**src/rtl/vgts_pkg.sv**
```systemverilog
// Shared types and constants of the voxel grid trilinear sampler.
// Depends on nothing; every other file but vgts_ram refers to it by scoped names.
package vgts_pkg;

  localparam int IDX_W = 10;
  localparam int FRC_W = 16;

  typedef enum logic [1:0] {
    CFG_SCALE_X = 2'd0,
    CFG_SCALE_Y = 2'd1,
    CFG_SCALE_Z = 2'd2,
    CFG_TRI_EN  = 2'd3
  } cfg_idx_t;

  typedef enum logic {
    FUNC_WRITE  = 1'b0,
    FUNC_SAMPLE = 1'b1
  } func_t;

  typedef struct packed {
    logic               func;
    logic [19:0]        pos_x;
    logic [19:0]        pos_y;
    logic [19:0]        pos_z;
    logic [4:0]         voxel_x;
    logic [4:0]         voxel_y;
    logic [4:0]         voxel_z;
    logic signed [15:0] voxel_value;
  } in_item_t;

  typedef struct packed {
    logic signed [15:0] sample_value;
    logic               clamped;
  } out_item_t;

  typedef struct packed {
    logic [15:0] scale_x;
    logic [15:0] scale_y;
    logic [15:0] scale_z;
    logic        tri_en;
  } cfg_t;

  typedef struct packed {
    logic [IDX_W-1:0] i0;
    logic [IDX_W-1:0] i1;
    logic [FRC_W-1:0] f;
    logic             cl;
  } axis_t;

  typedef struct packed {
    logic        is_write;
    logic        tri_en;
    logic        clamped;
    axis_t       ax;
    axis_t       ay;
    axis_t       az;
    logic [15:0] value;
  } cmd_t;

endpackage

```
**src/rtl/vgts_cmd_fifo.sv**
```systemverilog
// Two-entry command queue between the front and the back of the sampler.
// Depends on vgts_pkg for the command type.
module vgts_cmd_fifo (
  input  logic           clk,
  input  logic           rst_n,
  input  logic           push,
  input  vgts_pkg::cmd_t push_cmd,
  output logic           full,
  input  logic           pop,
  output logic           empty,
  output vgts_pkg::cmd_t head
);

  vgts_pkg::cmd_t ent_r [2];
  logic       wp_r, wp_nxt;
  logic       rp_r, rp_nxt;
  logic [1:0] cnt_r, cnt_nxt;

  assign full  = (cnt_r == 2'd2);
  assign empty = (cnt_r == 2'd0);
  assign head  = ent_r[rp_r];

  always_comb begin
    wp_nxt  = wp_r;
    rp_nxt  = rp_r;
    cnt_nxt = cnt_r;
    if (push && !full) begin
      wp_nxt  = ~wp_r;
      cnt_nxt = cnt_nxt + 2'd1;
    end
    if (pop && !empty) begin
      rp_nxt  = ~rp_r;
      cnt_nxt = cnt_nxt - 2'd1;
    end
  end

  always_ff @(posedge clk) begin
    if (!rst_n) begin
      wp_r  <= 1'b0;
      rp_r  <= 1'b0;
      cnt_r <= 2'd0;
    end else begin
      wp_r  <= wp_nxt;
      rp_r  <= rp_nxt;
      cnt_r <= cnt_nxt;
    end
    if (push && !full) begin
      ent_r[wp_r] <= push_cmd;
    end
  end

endmodule

```
**config.mk**
```make
export PLATFORM = sky130hd
export DESIGN_NAME = vgts_cmd_fifo
export DESIGN_NICKNAME = d
export VERILOG_FILES = /design/src/rtl/vgts_pkg.sv /design/src/rtl/vgts_cmd_fifo.sv
export SDC_FILE = /design/constraint.sdc
export NUM_CORES = 1
export LEC_CHECK = 0
export BUFFER_PORTS_ARGS = -buffer_cell sky130_fd_sc_hd__buf_2
export CORE_UTILIZATION = 55
export DETAILED_ROUTE_END_ITERATION = 7
export HOLD_SLACK_MARGIN = 0.12
export PLACE_DENSITY = 0.83
export SYNTH_ARGS = -nofsm -noshare
export SYNTH_HDL_FRONTEND = slang
export SYNTH_SLANG_ARGS = --single-unit
```
**constraint.sdc**
```tcl
create_clock -name clk -period 10.8 [get_ports clk]
set_input_delay 1.62 -clock clk [delete_from_list [all_inputs] [get_ports clk]]
set_output_delay 1.62 -clock clk [all_outputs]
set_load 0.01 [all_outputs]
```
# Word-level counts from Yosys, hierarchy flattened
# Memory sizes are Yosys's and may differ from the RTL's. A register that Yosys moved wholly into a read port is not among the register bits.
# Cells that the tools add are included.
# totals
wordCells,20
memories,1
ram_bits,260
output_inout_bits,132
reg_bits,4
# classes
n_bitwise,2
eq_ne,1
n_addsub,2
muxes,6
reduce_logical,5
# memory_table
memory,depth,width,read_ports,rd_ports_with_merged_regs,write_ports,line,rtl
ent_r,2,130,1,1,1,vgts_cmd_fifo.sv:14,vgts_pkg::cmd_t ent_r [2];
# op_table
operator,n
1-bit 2-to-1 mux,4
2-bit 2-to-1 mux,2
"2-bit by 1-bit adder with 2-bit output, second input constant",1
"2-bit equality test, second input constant",1
1-bit logical AND,2
1-bit zero test,2
2-bit zero test,1
1-bit inverter,2
"2-bit by 1-bit subtractor with 2-bit output, second input constant",1

# Depth between registers and ports, before layout
# logic_depth
ltp_word,6
ltp_mapped,5

# Worst setup path before layout
# No wires, ideal clock.
# synth_timing
path_type,input-to-reg
from,in push
to,mem ent_r[0][0] (netlist name) (enable)
n_path_buf,0
arrival_ps,7168
setup_time_ps,622
stages,2
slack_ps,3010
required_ps,10178
cell_sequence,nand2b_1 nor2_1
# synth_between
elab_chain_len,3
# synth_rtl
item,line,rtl
start: declaration,vgts_cmd_fifo.sv:6,"input logic push,"
1-bit logical AND,vgts_cmd_fifo.sv:47,if (push && !full) begin
1-bit 2-to-1 mux,vgts_cmd_fifo.sv:47,
1-bit 2-to-1 mux (not written as such),vgts_cmd_fifo.sv:48,ent_r[wp_r] <= push_cmd;
end: declaration,vgts_cmd_fifo.sv:14,
# Every way passes these cells.

==> flow_metrics.env <==
export IMPL_gr_usage_met3_pct=5.893
export IMPL_post_cts_resized=0
export IMPL_setup_viol=0
export IMPL_reg2reg_to="ent_r[0][55]"
export IMPL_synth_top_area_cell="edfxtp_1"
export IMPL_cts_setup_buffers=0
export IMPL_fmax_mhz=223.7
export IMPL_grt_pass1_vias=5444
export IMPL_viasPerCell=5.222
export IMPL_die_area_um2=18170
export IMPL_powerDensity_nw_per_um2=239.1
export IMPL_critPathMaxStageDelay_ns=0.88
export IMPL_cp_max_fo=67
export IMPL_hold_end="cnt_r[1]"
export IMPL_synthTopCellsByArea="edfxtp_1 81%, mux2_2 15%, buf_6 1.2%"
export IMPL_cts_buffers=26
export IMPL_cp_arrival_ns=2.85
export IMPL_drcViolationCount=0
export IMPL_hold_start="cnt_r[1]"
export IMPL_hold_violations=0
export IMPL_final_nets=856
export IMPL_overflow=0
export IMPL_rsz0062_at_grt="no"
export IMPL_p_leak_nw=4.530
export IMPL_top_usage_layer="met2"
export IMPL_reg2reg_depth=6
export IMPL_synth_top_family_by_area="multiplexers"
export IMPL_drv_cap=0
export IMPL_gr_usage_met2_pct=33.85
export IMPL_fin_setup_tns_ns=0
export IMPL_synth_net_count=573
export IMPL_row_count=48
export IMPL_critical_path_class="register to primary output"
export IMPL_synth_avg_cell_area_um2=22.19
export IMPL_cts_root_buffer="clkbuf_16"
export IMPL_vias=5039
export IMPL_synthDistinctLibCells=24
export IMPL_drv_slew=0
export IMPL_cp_buffers_inverters=2
export IMPL_synthCells=437
export IMPL_h_tree_depth=1
export IMPL_wl_per_cell_um=18.61
export IMPL_muxShareOfSynthArea_pct=15.30
export IMPL_seq_area_frac_synth_pct=81.55
export IMPL_drive_above_1_share_pct=59.59
export IMPL_worst_setup_path_start_kind="register"
export IMPL_cts_tree="yes"
export IMPL_crit_path_end_kind="primary output"
export IMPL_grt_first_pass_wirelength_um=26970
export IMPL_fp_dieH_um=134.8
export IMPL_synthesis_area_um2=9697
export IMPL_firstDrtPassIters=4
export IMPL_crit_slowest_cell="dfxtp_4"
export IMPL_syn2layout_area_growth_pct=24.70
export IMPL_period_minus_slack_ns=4.470
export IMPL_ctsHoldBuffers=0
export IMPL_clock_sinks=265
export IMPL_hold_depth=2
export IMPL_min_period_over_period_pct=41.38
export IMPL_hpwlAfterDp_um=11800
export IMPL_timing_hold_ws_ns=0.5810
export IMPL_grt_max_degree=72
export IMPL_synthAdderAreaFrac_pct=0.2581
export IMPL_fp_dieW_um=134.8
export IMPL_clk_path_buf_depth=3
export IMPL_ys_ff_latch=265
export IMPL_crit_family="buffers and inverters"
export IMPL_crit_chain="buf_4 > mux2_2 > buf_2"
export IMPL_portBuffers=265
export IMPL_globalplace_congestion=0.7406
export IMPL_pin_count=266
export IMPL_hold_class="register to register"
export IMPL_drtIter0Drc=204
export IMPL_clk_pin_slew_worst_paths_ns=0.06
export IMPL_initial_core_util_pct=56.26
export IMPL_r2r_start="cnt_r[0]"
export IMPL_fin_skew_ns=0.01617
export IMPL_wirelength_um=17960
export IMPL_synth_xor_area_share_pct=0.1806
export IMPL_antenna_found_initial=2
export IMPL_ff2ff_setup_slack_ns=7.67
export IMPL_grt_usage_pct=19.31
export IMPL_worst_ep_required_time_ns=9.18
export IMPL_yosys_area_share_simple_pct=0.9935
export IMPL_use_met1_pct=22.31
export IMPL_clock_latency_ns=0.52
export IMPL_status="finished, final reports clean"
export IMPL_synth_compound_area_share_pct=0.1548
export IMPL_core_um2=17240
export IMPL_slew_limit_headroom_pct=35.68
export IMPL_tightest_slew_ns=0.9649
export IMPL_antenna_cells=0
export IMPL_ir_drop_v=0.0001525
export IMPL_synth_top_area_share_pct=80.52
export IMPL_ys_warn_count=0
export IMPL_ant_nets=0
==> synthesized netlist by cell type <==
library cell and n:
edfxtp_1 260, mux2_2 130, buf_6 10, dfxtp_1 5, buf_2 4, inv_1 3, nor2_1 3, and2_1 2
ha_1 2, mux2i_1 2, nand2_1 2, nor2b_1 2, and4b_1 1, buf_4 1, nand2b_1 1, nand3_1 1
nand3b_1 1, nand4_1 1, nor3b_1 1, nor4bb_1 1, o211ai_1 1, o21a_1 1, xnor2_1 1, xor2_1 1
==> cell usage in the layout, fill, tap and decap left out, types with 2 or more instances in the layout <==
| cell | count |
|---|---|
| buf_2 | 265 |
| edfxtp_1 | 260 |
| mux2_2 | 130 |
| clkbuf_16 | 27 |
| clkinv_1 | 8 |
| clkinv_2 | 6 |
| buf_4 | 5 |
| bufinv_16 | 4 |
| dfxtp_1 | 4 |
| inv_1 | 3 |
| nor2_4 | 2 |
| nor2b_1 | 2 |
| and2_1 | 2 |
| nand2_1 | 2 |
| mux2i_1 | 2 |
| ha_1 | 2 |
| clkbuf_1 | 2 |
==> worst min-delay path, stage by stage, from the launching register on <==
cell and delay (ns):
dfxtp_1 0.33, nand3_1 0.07, o211ai_1 0.11
==> worst max-delay path by stage <==
stage | startpoint | end | slack (ns) | cells past startpoint
after floorplan | push | ent_r[0][0] | 3.01 | 2
after global placement | push | ent_r[0][61] | 6.85 | 5
after detailed placement | push | ent_r[0][48] | 6.79 | 5
after CTS | register | head[97] | 6.29 | 3
after global routing | register | head[19] | 6.19 | 3
final | register | head[6] | 6.33 | 3
==> metal layers <==
metal	up-vias	share of wire [%]	wire length, um
met5	-	0.056	10
met4	2	2.7	491
met3	45	8.4	1501
met2	207	51	9168
met1	2480	38	6790
li1	2305	-	-
==> where the power goes <==
part | switching (mW) | internal (mW) | total (mW)
Sequential | 0.0627 | 1.28 | 1.35
Combinational | 0.335 | 0.307 | 0.642
Clock | 0.354 | 0.548 | 0.902
==> cell families (layout without fill, tap and decap cells) <==
| family | after synthesis | count (layout) |
|---|---|---|
| XOR/XNOR | 2 | 2 |
| flip-flops | 265 | 265 |
| AO/OA/AOI/OAI | 2 | 2 |
| AND/OR/NAND/NOR | 16 | 16 |
| multiplexers | 132 | 132 |
| buffers and inverters | 18 | 321 |
| adder cells (fa/ha/maj) | 2 | 2 |
==> per-stage QoR <==
step	instance area (um^2)	utilization [%]	worst slack [ns]	std cells	power (mW)
floorplan	9697	-	3.010	437	1.801
global placement	11220	65.10	6.849	917	1.987
detailed placement	11220	65.10	6.786	917	2.013
CTS	12090	70.15	6.288	965	2.920
global route	12090	70.15	6.186	965	3.001
finish	12090	70.15	6.330	965	2.891
==> flip-flops by register name, indices dropped and copies added, names as in the netlist, named ones only <==
name and count:
ent_r 260, cnt_r 2, rp_r 1, wp_r 1
==> area by class of cell <==
type	count	area (um^2)
inverters	3	11.26
well taps	225	281.5
multi-input cells	154	1653
fillers	1088	5145
flip-flops and latches	265	7911
repair buffers	270	1364
clock buffers	29	683.2
clock inverters	19	187.7
No activity file was read; power rests on OpenSTA's default activity.
