**src/rtl/vgts_pkg.sv**
```systemverilog
// Shared types and constants of the voxel grid trilinear sampler.
// Depends on nothing; every other file but vgts_ram refers to it by scoped names.
package vgts_pkg;

  localparam int IDX_W = 10;
  localparam int FRC_W = 16;

  typedef enum logic [1:0] {
    CFG_SCALE_X = 2'd0,
    CFG_SCALE_Y = 2'd1,
    CFG_SCALE_Z = 2'd2,
    CFG_TRI_EN  = 2'd3
  } cfg_idx_t;

  typedef enum logic {
    FUNC_WRITE  = 1'b0,
    FUNC_SAMPLE = 1'b1
  } func_t;

  typedef struct packed {
    logic               func;
    logic [19:0]        pos_x;
    logic [19:0]        pos_y;
    logic [19:0]        pos_z;
    logic [4:0]         voxel_x;
    logic [4:0]         voxel_y;
    logic [4:0]         voxel_z;
    logic signed [15:0] voxel_value;
  } in_item_t;

  typedef struct packed {
    logic signed [15:0] sample_value;
    logic               clamped;
  } out_item_t;

  typedef struct packed {
    logic [15:0] scale_x;
    logic [15:0] scale_y;
    logic [15:0] scale_z;
    logic        tri_en;
  } cfg_t;

  typedef struct packed {
    logic [IDX_W-1:0] i0;
    logic [IDX_W-1:0] i1;
    logic [FRC_W-1:0] f;
    logic             cl;
  } axis_t;

  typedef struct packed {
    logic        is_write;
    logic        tri_en;
    logic        clamped;
    axis_t       ax;
    axis_t       ay;
    axis_t       az;
    logic [15:0] value;
  } cmd_t;

endpackage

```
**src/rtl/vgts_front.sv**
```systemverilog
// Front of the sampler: takes items, scales positions and splits them into voxel indices
// and fractions (or rounds to the nearest index), and queues commands. Depends on vgts_pkg.
module vgts_front #(
  parameter int GRID_X    = 32,
  parameter int GRID_Y    = 32,
  parameter int GRID_Z    = 32,
  parameter int FRAC_BITS = 8
) (
  input  logic               clk,
  input  logic               rst_n,
  input  vgts_pkg::cfg_t     cfg,
  input  logic               in_push,
  output logic               in_full,
  input  vgts_pkg::in_item_t in_data,
  output logic               q_push,
  output vgts_pkg::cmd_t     q_cmd,
  input  logic               q_full
);

  localparam int CW = 16 + FRAC_BITS;
  localparam int SH = 20 - FRAC_BITS;
  localparam logic [CW:0] HALF = (CW + 1)'(1) << (FRAC_BITS - 1);

  typedef enum logic [1:0] {F_IDLE, F_MUL, F_PUSH} fst_t;

  fst_t               st_r;
  vgts_pkg::in_item_t item_r;
  logic [CW-1:0]      cx_r, cy_r, cz_r;
  logic [35:0]        px, py, pz;
  logic               in_grid;

  function automatic vgts_pkg::axis_t split_axis(input logic [CW-1:0] c,
                                                 input logic [16:0] gm,
                                                 input logic tri_en);
    logic [16:0]          i;
    logic [FRAC_BITS-1:0] f;
    logic [16:0]          r;
    logic [CW:0]          cr;
    vgts_pkg::axis_t      a;
    i  = {1'b0, c[CW-1:FRAC_BITS]};
    f  = c[FRAC_BITS-1:0];
    cr = {1'b0, c} + HALF;
    r  = cr[CW:FRAC_BITS];
    a  = '0;
    if (tri_en) begin
      if (i > gm || (i == gm && f != '0)) begin
        a.i0 = gm[vgts_pkg::IDX_W-1:0];
        a.i1 = gm[vgts_pkg::IDX_W-1:0];
        a.cl = 1'b1;
      end else begin
        a.i0 = i[vgts_pkg::IDX_W-1:0];
        a.i1 = i[vgts_pkg::IDX_W-1:0] + vgts_pkg::IDX_W'(f != '0);
        a.f  = vgts_pkg::FRC_W'(f);
      end
    end else begin
      if (r > gm) begin
        a.i0 = gm[vgts_pkg::IDX_W-1:0];
        a.cl = 1'b1;
      end else begin
        a.i0 = r[vgts_pkg::IDX_W-1:0];
      end
      a.i1 = a.i0;
    end
    return a;
  endfunction

  assign px = 36'(item_r.pos_x) * 36'(cfg.scale_x);
  assign py = 36'(item_r.pos_y) * 36'(cfg.scale_y);
  assign pz = 36'(item_r.pos_z) * 36'(cfg.scale_z);

  assign in_full = (st_r != F_IDLE);
  assign in_grid = (32'(item_r.voxel_x) < GRID_X) && (32'(item_r.voxel_y) < GRID_Y)
                   && (32'(item_r.voxel_z) < GRID_Z);

  always_comb begin
    q_cmd = '0;
    q_cmd.value = item_r.voxel_value;
    if (item_r.func == vgts_pkg::FUNC_WRITE) begin
      q_cmd.is_write = 1'b1;
      q_cmd.ax.i0 = vgts_pkg::IDX_W'(item_r.voxel_x);
      q_cmd.ay.i0 = vgts_pkg::IDX_W'(item_r.voxel_y);
      q_cmd.az.i0 = vgts_pkg::IDX_W'(item_r.voxel_z);
    end else begin
      q_cmd.tri_en = cfg.tri_en;
      q_cmd.ax = split_axis(cx_r, 17'(GRID_X - 1), cfg.tri_en);
      q_cmd.ay = split_axis(cy_r, 17'(GRID_Y - 1), cfg.tri_en);
      q_cmd.az = split_axis(cz_r, 17'(GRID_Z - 1), cfg.tri_en);
      q_cmd.clamped = q_cmd.ax.cl | q_cmd.ay.cl | q_cmd.az.cl;
    end
    q_push = (st_r == F_PUSH) && !q_full &&
             (item_r.func == vgts_pkg::FUNC_SAMPLE || in_grid);
  end

  always_ff @(posedge clk) begin
    if (!rst_n) begin
      st_r <= F_IDLE;
    end else begin
      case (st_r)
        F_IDLE: begin
          if (in_push) begin
            item_r <= in_data;
            st_r   <= F_MUL;
          end
        end
        F_MUL: begin
          cx_r <= px[35:SH];
          cy_r <= py[35:SH];
          cz_r <= pz[35:SH];
          st_r <= F_PUSH;
        end
        F_PUSH: begin
          if (!q_full) begin
            st_r <= F_IDLE;
          end
        end
        default: st_r <= F_IDLE;
      endcase
    end
  end

endmodule

```
**config.mk**
```make
export PLATFORM = sky130hd
export DESIGN_NAME = vgts_front
export DESIGN_NICKNAME = d
export VERILOG_FILES = /design/src/rtl/vgts_pkg.sv /design/src/rtl/vgts_front.sv
export SDC_FILE = /design/constraint.sdc
export NUM_CORES = 2
export LEC_CHECK = 0
export ABC_AREA = 1
export CORE_MARGIN = 10
export CORE_UTILIZATION = 50
export DETAILED_ROUTE_END_ITERATION = 12
export DONT_BUFFER_PORTS = 1
export PLACE_DENSITY = 0.68
export RECOVER_POWER = 100
export SYNTH_ARGS = -nofsm -noshare
export SYNTH_HDL_FRONTEND = slang
export SYNTH_SLANG_ARGS = --single-unit
```
**constraint.sdc**
```tcl
create_clock -name clk -period 6.3 [get_ports clk]
set_clock_uncertainty 0.1 [all_clocks]
set_input_delay 0.945 -clock clk [delete_from_list [all_inputs] [get_ports clk]]
set_output_delay 0.945 -clock clk [all_outputs]
set_load 0.01 [all_outputs]
```
==> Word-level counts from Yosys, hierarchy flattened <==
Cells that the tools add are included.
W data, S select, Z words.
{ "classes": {"magnitude_cmp": 6, "div": 0, "n_mux": 38, "n_mul": 3, "eq_ne": 7, "add_sub_neg": 6, "bitwise_logic": 2, "reduce_logical": 16, "n_shift": 0} }
{ "ops": {"columns": ["operator", "count"], "rows": [
  ["$mux W20", 6],
  ["$mul A20 B16 Y36", 3],
  ["$mux W27", 3],
  ["$add A24 B8 Y25 const B", 3],
  ["$mux W10", 6],
  ["$gt A17 B5 Y1 const B", 3],
  ["$eq A16 B5 Y1 const B", 3],
  ["$gt A16 B5 Y1 const B", 3],
  ["$mux W16", 3],
  ["$add A10 B1 Y10", 3],
  ["$mux W8", 3],
  ["$reduce_bool A8 Y1", 3],
  ["$mux W1", 13],
  ["$mux W2", 3],
  ["$pmux W2 S3", 1],
  ["$logic_and A1 B1 Y1", 4],
  ["$ne A2 B2 Y1 const B", 2],
  ["$reduce_and A2 Y1", 2],
  ["$logic_or A1 B1 Y1", 3],
  ["$reduce_and A3 Y1", 1],
  ["$eq A2 B1 Y1 const B", 1],
  ["$eq A2 B2 Y1 const B", 1],
  ["$logic_not A2 Y1", 1],
  ["$or A1 B1 Y1", 2],
  ["other kinds (2)", 2]
]} }
{ "word_totals": {"mem_bits_ro": 0, "ramBits": 0, "out_inout_bits": 132, "memories": 0, "in_bits": 145, "register_bits": 166, "latch_bits": 0} }

==> Depth between registers and ports, before layout <==
{ "depth": {"word_depth": 9, "ltp_mapped": 28, "mapped_depth_nobuf": 26} }

==> Worst setup path before layout <==
Ideal clock, no wire load.
{ "synth_path": {"path_kind": "input-to-reg", "from": "in cfg[2] (netlist name)", "to": "reg cz_r[13], data pin", "setup_slack_ns": 0.079, "setup_ns": 0.256, "path_stages": 20, "arrival_ns": 5.865, "path_cell_list": "buf_2 buf_1 nand2_1 fa_1 fa_1 fa_1 inv_1 fa_1 fa_1 inv_1 fa_1 inv_1 ha_1 a21o_1 a31oi_1 a21boi_0 o21ai_1 and2_1 o21bai_1 nand2_1"} }
{ "synth_via": {"elab_chain_len": 1} }
{ "synth_lines": {"columns": ["element", "line", "text"], "rows": [
  ["start: declaration", "vgts_front.sv:11", "input vgts_pkg::cfg_t cfg,"],
  ["$mul A20 B16 Y36", "vgts_front.sv:69", "assign pz = 36'(item_r.pos_z) * 36'(cfg.scale_z);"],
  ["via pz[25]", "vgts_front.sv:29", "logic [35:0] px, py, pz;"],
  ["end signal: assignment", "vgts_front.sv:108", "cz_r <= pz[35:SH];"],
  ["end: declaration", "vgts_front.sv:28", "logic [CW-1:0] cx_r, cy_r, cz_r;"]
]} }
The timed path passes the listed nets, and every way through them passes these cells.
A chain may end at the register's enable or synchronous reset.

==> Worst setup path after layout <==
{ "layout_path": {"from": "reg item_r[55] (netlist name)", "to": "reg cy_r[17], data pin"} }
{ "layout_via": {"elab_chain_len": 1} }
{ "layout_lines": {"columns": ["element", "line", "text"], "rows": [
  ["start: declaration", "vgts_front.sv:27", "vgts_pkg::in_item_t item_r;"],
  ["start signal: assignment", "vgts_front.sv:101", "item_r <= in_data;"],
  ["$mul A20 B16 Y36", "vgts_front.sv:68", "assign py = 36'(item_r.pos_y) * 36'(cfg.scale_y);"],
  ["via py[29]", "vgts_front.sv:29", null],
  ["end signal: assignment", "vgts_front.sv:107", "cy_r <= py[35:SH];"],
  ["end: declaration", "vgts_front.sv:28", null]
]} }
The timed path passes the listed nets, and every way through them passes these cells.

==> summary.md <==
| Metric | Value |
|---|---|
| Status | finished, violations left |
| Failing checks | max-capacitance violations, max-slew violations |
| Overflow after GRT | 0 |
| Buffers on Ports | 0 |
| Mean Syn Cell Area | 7.769 µm² |
| CP Class | flip-flop to flip-flop |
| Row count | 104 |
| CTS tree | yes |
| Core Area | 80,420 µm² |
| H-Tree Depth | 4 |
| Min-delay worst type | flip-flop to flip-flop |
| Reg clk slew, reported paths | 0.08 ns |
| Clk_lat worst skew | 0.52 ns |
| Critical Path RT | 6.46 ns |
| Crit share post-route | 95.63% |
| Distinct cells, synth | 49 |
| Worst reg-to-reg setup slack | 0.28 ns |
| Via total after detailed routing | 31,609 |
| Reg2Reg Depth | 19 |
| Crit path buffers/inverters | 3 |
| R2r startpoint | item_r[55]$_DFFE_PP_ |
| Arr. time, crit path | 6.18 ns |
| Hold path startpoint | st_r[1]$_SDFFE_PN0P_ |
| Root Buffer | clkbuf_16 |
| Crit path launch type | flip-flop |
| Mapped Area | 40,570 µm² |
| Kind of cell adding the most delay to the critical path | adder cells |
| Final GP Congestion | 0.9578 |
| Sequential share of the synthesized area | 12.24% |
| Full die area | 92,930 µm² |
| Slew Limit Headroom | -169.2% |
| # IOs | 277 |
| First-pass iteration count of the detailed router | 6 |
| EDFF count, synth | 164 |
| Ys flop type | edfxtp_1 |
| Worst path most repeated cell | fa_1 |
| Final setup fails | 0 |
| Routed WL | 106,000 µm |
| CP Cell Sequence | nand2_1, fa_1, inv_1, fa_1, fa_1, fa_1, fa_1, inv_1, fa_1, inv_1, ha_1, a21oi_1, o21ai_0, a21oi_1, nor2_1, a211oi_1, nand2_1, nand2_1, nand2_1 |
| CP peak stage delay | 0.85 ns |
| Pin count of the biggest net entering global routing | 73 |
| # DRC | 0 |
| Cts hold-fix bufs | 0 |
| Detail Route Antenna Nets | 0 |
| CP max stage cell | edfxtp_1 |
| Initial Util | 50.45% |
| R2r endpoint | cy_r[17]$_DFFE_PP_ |
| # diodes | 0 |
| Die X | 304.8 µm |
| Minimum clock period | 6.025 ns |
| Area Overhead vs Synth | 3.988% |
| Final Hold Vio Count | 0 |
| Fin. max-slew vios | 168 |
| Post-DP HPWL | 87,000 µm |
| Initial DRC Count | 2,261 |
| Placed cell area | 41,300 µm² |
| Nets | 6,320 |
| Num CTS Buffers | 17 |
| Sink Count | 166 |
| Depth of the worst hold-timing path | 2 |
| DR WL/cell | 17.16 µm |
| Origin of the worst setup path | item_r[55]$_DFFE_PP_ |
| Initial antenna violation count | 1 |
| Final instance area | 42,190 µm² |
| Number of global-route vias before repair | 33,038 |
| Peak Freq | 166.0 MHz |
| Critical Path Sink Type | flip-flop |
| Most frequent cells in the layout | 1,448 x nand2_1, 1,448 x inv_1, 747 x fa_1, 324 x ha_1, 208 x nor2_1 |
| Synth warn | 0 |
| Post-synth ARST share | 0% |
| Max_cap viols | 3 |
| #FFs+latches synth | 166 |
| Drt via density | 5.119 |
| Hold EP | st_r[1]$_SDFFE_PN0P_ |
| Setup TNS | 0 ns |
| Share of layout cells above drive strength 1 | 3.069% |
| Worst Path Max Fanout | 16 |
| Die height | 304.8 µm |
| First-pass GRT wire length | 173,500 µm |
| RSZ-0062 raised after global routing | false |
| Least-Margin Pin Slew | 4.038 ns |
| Cells after synthesis | 5,222 |
| Global-route usage over all layers | 23.22% |
| CTS Buffer Depth | 2 |
synthesized netlist by cell type (2+ instances only):
master    count  area share, %
nor2_1      208            1.9
xor2_1       61            1.3
o21bai_1     12           0.22
and2_1        3          0.046
a211oi_1      3          0.056
nor2_2        9           0.14
a21boi_0      4          0.074
buf_2         7          0.086
a22oi_1       6           0.11
edfxtp_1    164             12
nand3_1      99            1.2
nand4_1      34           0.52
o21ai_0      89            1.1
buf_4        67            1.2
dfxtp_1       2          0.099
clkinv_1      3          0.028
nand2_2       6          0.093
inv_1      1448             13
clkbuf_1    212            2.0
a21o_1       15           0.28
nand2_1    1447             13
nor4_1        8           0.12
nor3_1       33           0.41
a31oi_1      14           0.22
o21a_1       12           0.22
o21ai_1      11           0.14
ha_1        324             10
o211ai_1      3          0.056
a21oi_1     116            1.4
xnor2_1      16           0.35
fa_1        747             37
or2_2         8           0.12
and3_1        2          0.031
nand3_2       9           0.22
nand3b_1      6           0.11
metrics by stage:
stage	hold slack (ns)	instances	utilization (%)	worst slack, ns
2_1_floorplan	0.3531	5272	-	0.07877
3_3_place_gp	0.3682	6115	51.36	0.005266
3_5_place_dp	0.3790	6115	51.36	0.004037
4_1_cts	0.3721	6145	52.08	0.03977
5_1_grt	0.3905	6175	52.46	0.003645
6_report	0.3827	6175	52.46	0.2754
registers in the layout, indices dropped and copies added (netlist names):
register  flops
st_r          2
cz_r         24
cx_r         24
item_r       76
cy_r         24
q_cmd        16
repair_timing:
action / CTS / global route
setup endpoints to repair: 0 / 20
resized for setup: 0 / 3
setup buffers: 0 / 30
worst max-delay path by stage:
stage	endpoint	depth (start not counted)
final	cy_r[17]$_DFFE_PP_	19
after floorplan	cz_r[13]$_DFFE_PP_	20
after global routing	cy_r[18]$_DFFE_PP_	19
after global placement	cx_r[20]$_DFFE_PP_	24
after detailed placement	cx_r[20]$_DFFE_PP_	24
after CTS	cx_r[20]$_DFFE_PP_	22
worst register-to-register path, stage by stage (launching register included):
cell,delay [ns]
edfxtp_1,0.85
nand2_1,0.17
fa_1,0.52
inv_1,0.06
fa_1,0.57
fa_1,0.45
fa_1,0.47
fa_1,0.49
inv_1,0.05
fa_1,0.47
inv_1,0.04
ha_1,0.33
a21oi_1,0.23
o21ai_0,0.18
a21oi_1,0.21
nor2_1,0.06
a211oi_1,0.30
nand2_1,0.09
nand2_1,0.06
nand2_1,0.06
cell families after synthesis:
logic type,Yosys count,synth area share (%)
simple gates,1874,18.41
buf+inv,1740,16.74
fa+ha+maj,1071,46.85
compound gates,292,4.043
flops,166,12.24
xor+xnor,78,1.702
other cells,1,0.009244
routing by layer:
metal  wire (µm)  share of wire, %  vias up  track usage (%)
li1            -                 -    14770                -
met3        9000               8.5      189            5.602
met1       44630                42    15478            30.49
met4        2639               2.5        2            7.139
met5          13             0.012        -                0
met2       49670                47     1170            37.57
layout make-up:
type	count	area [µm²]
sequential	166	4965
tap	1060	1326
timing repair buffer	101	882.1
clock buffer	18	429.2
fill	7762	38230
clock inverter	12	152.6
multi-input combinational	3366	28980
inverter	1452	5450
Power is not shown: default switching activity piles up to over one toggle a cycle in this logic, so the estimate is an artifact.
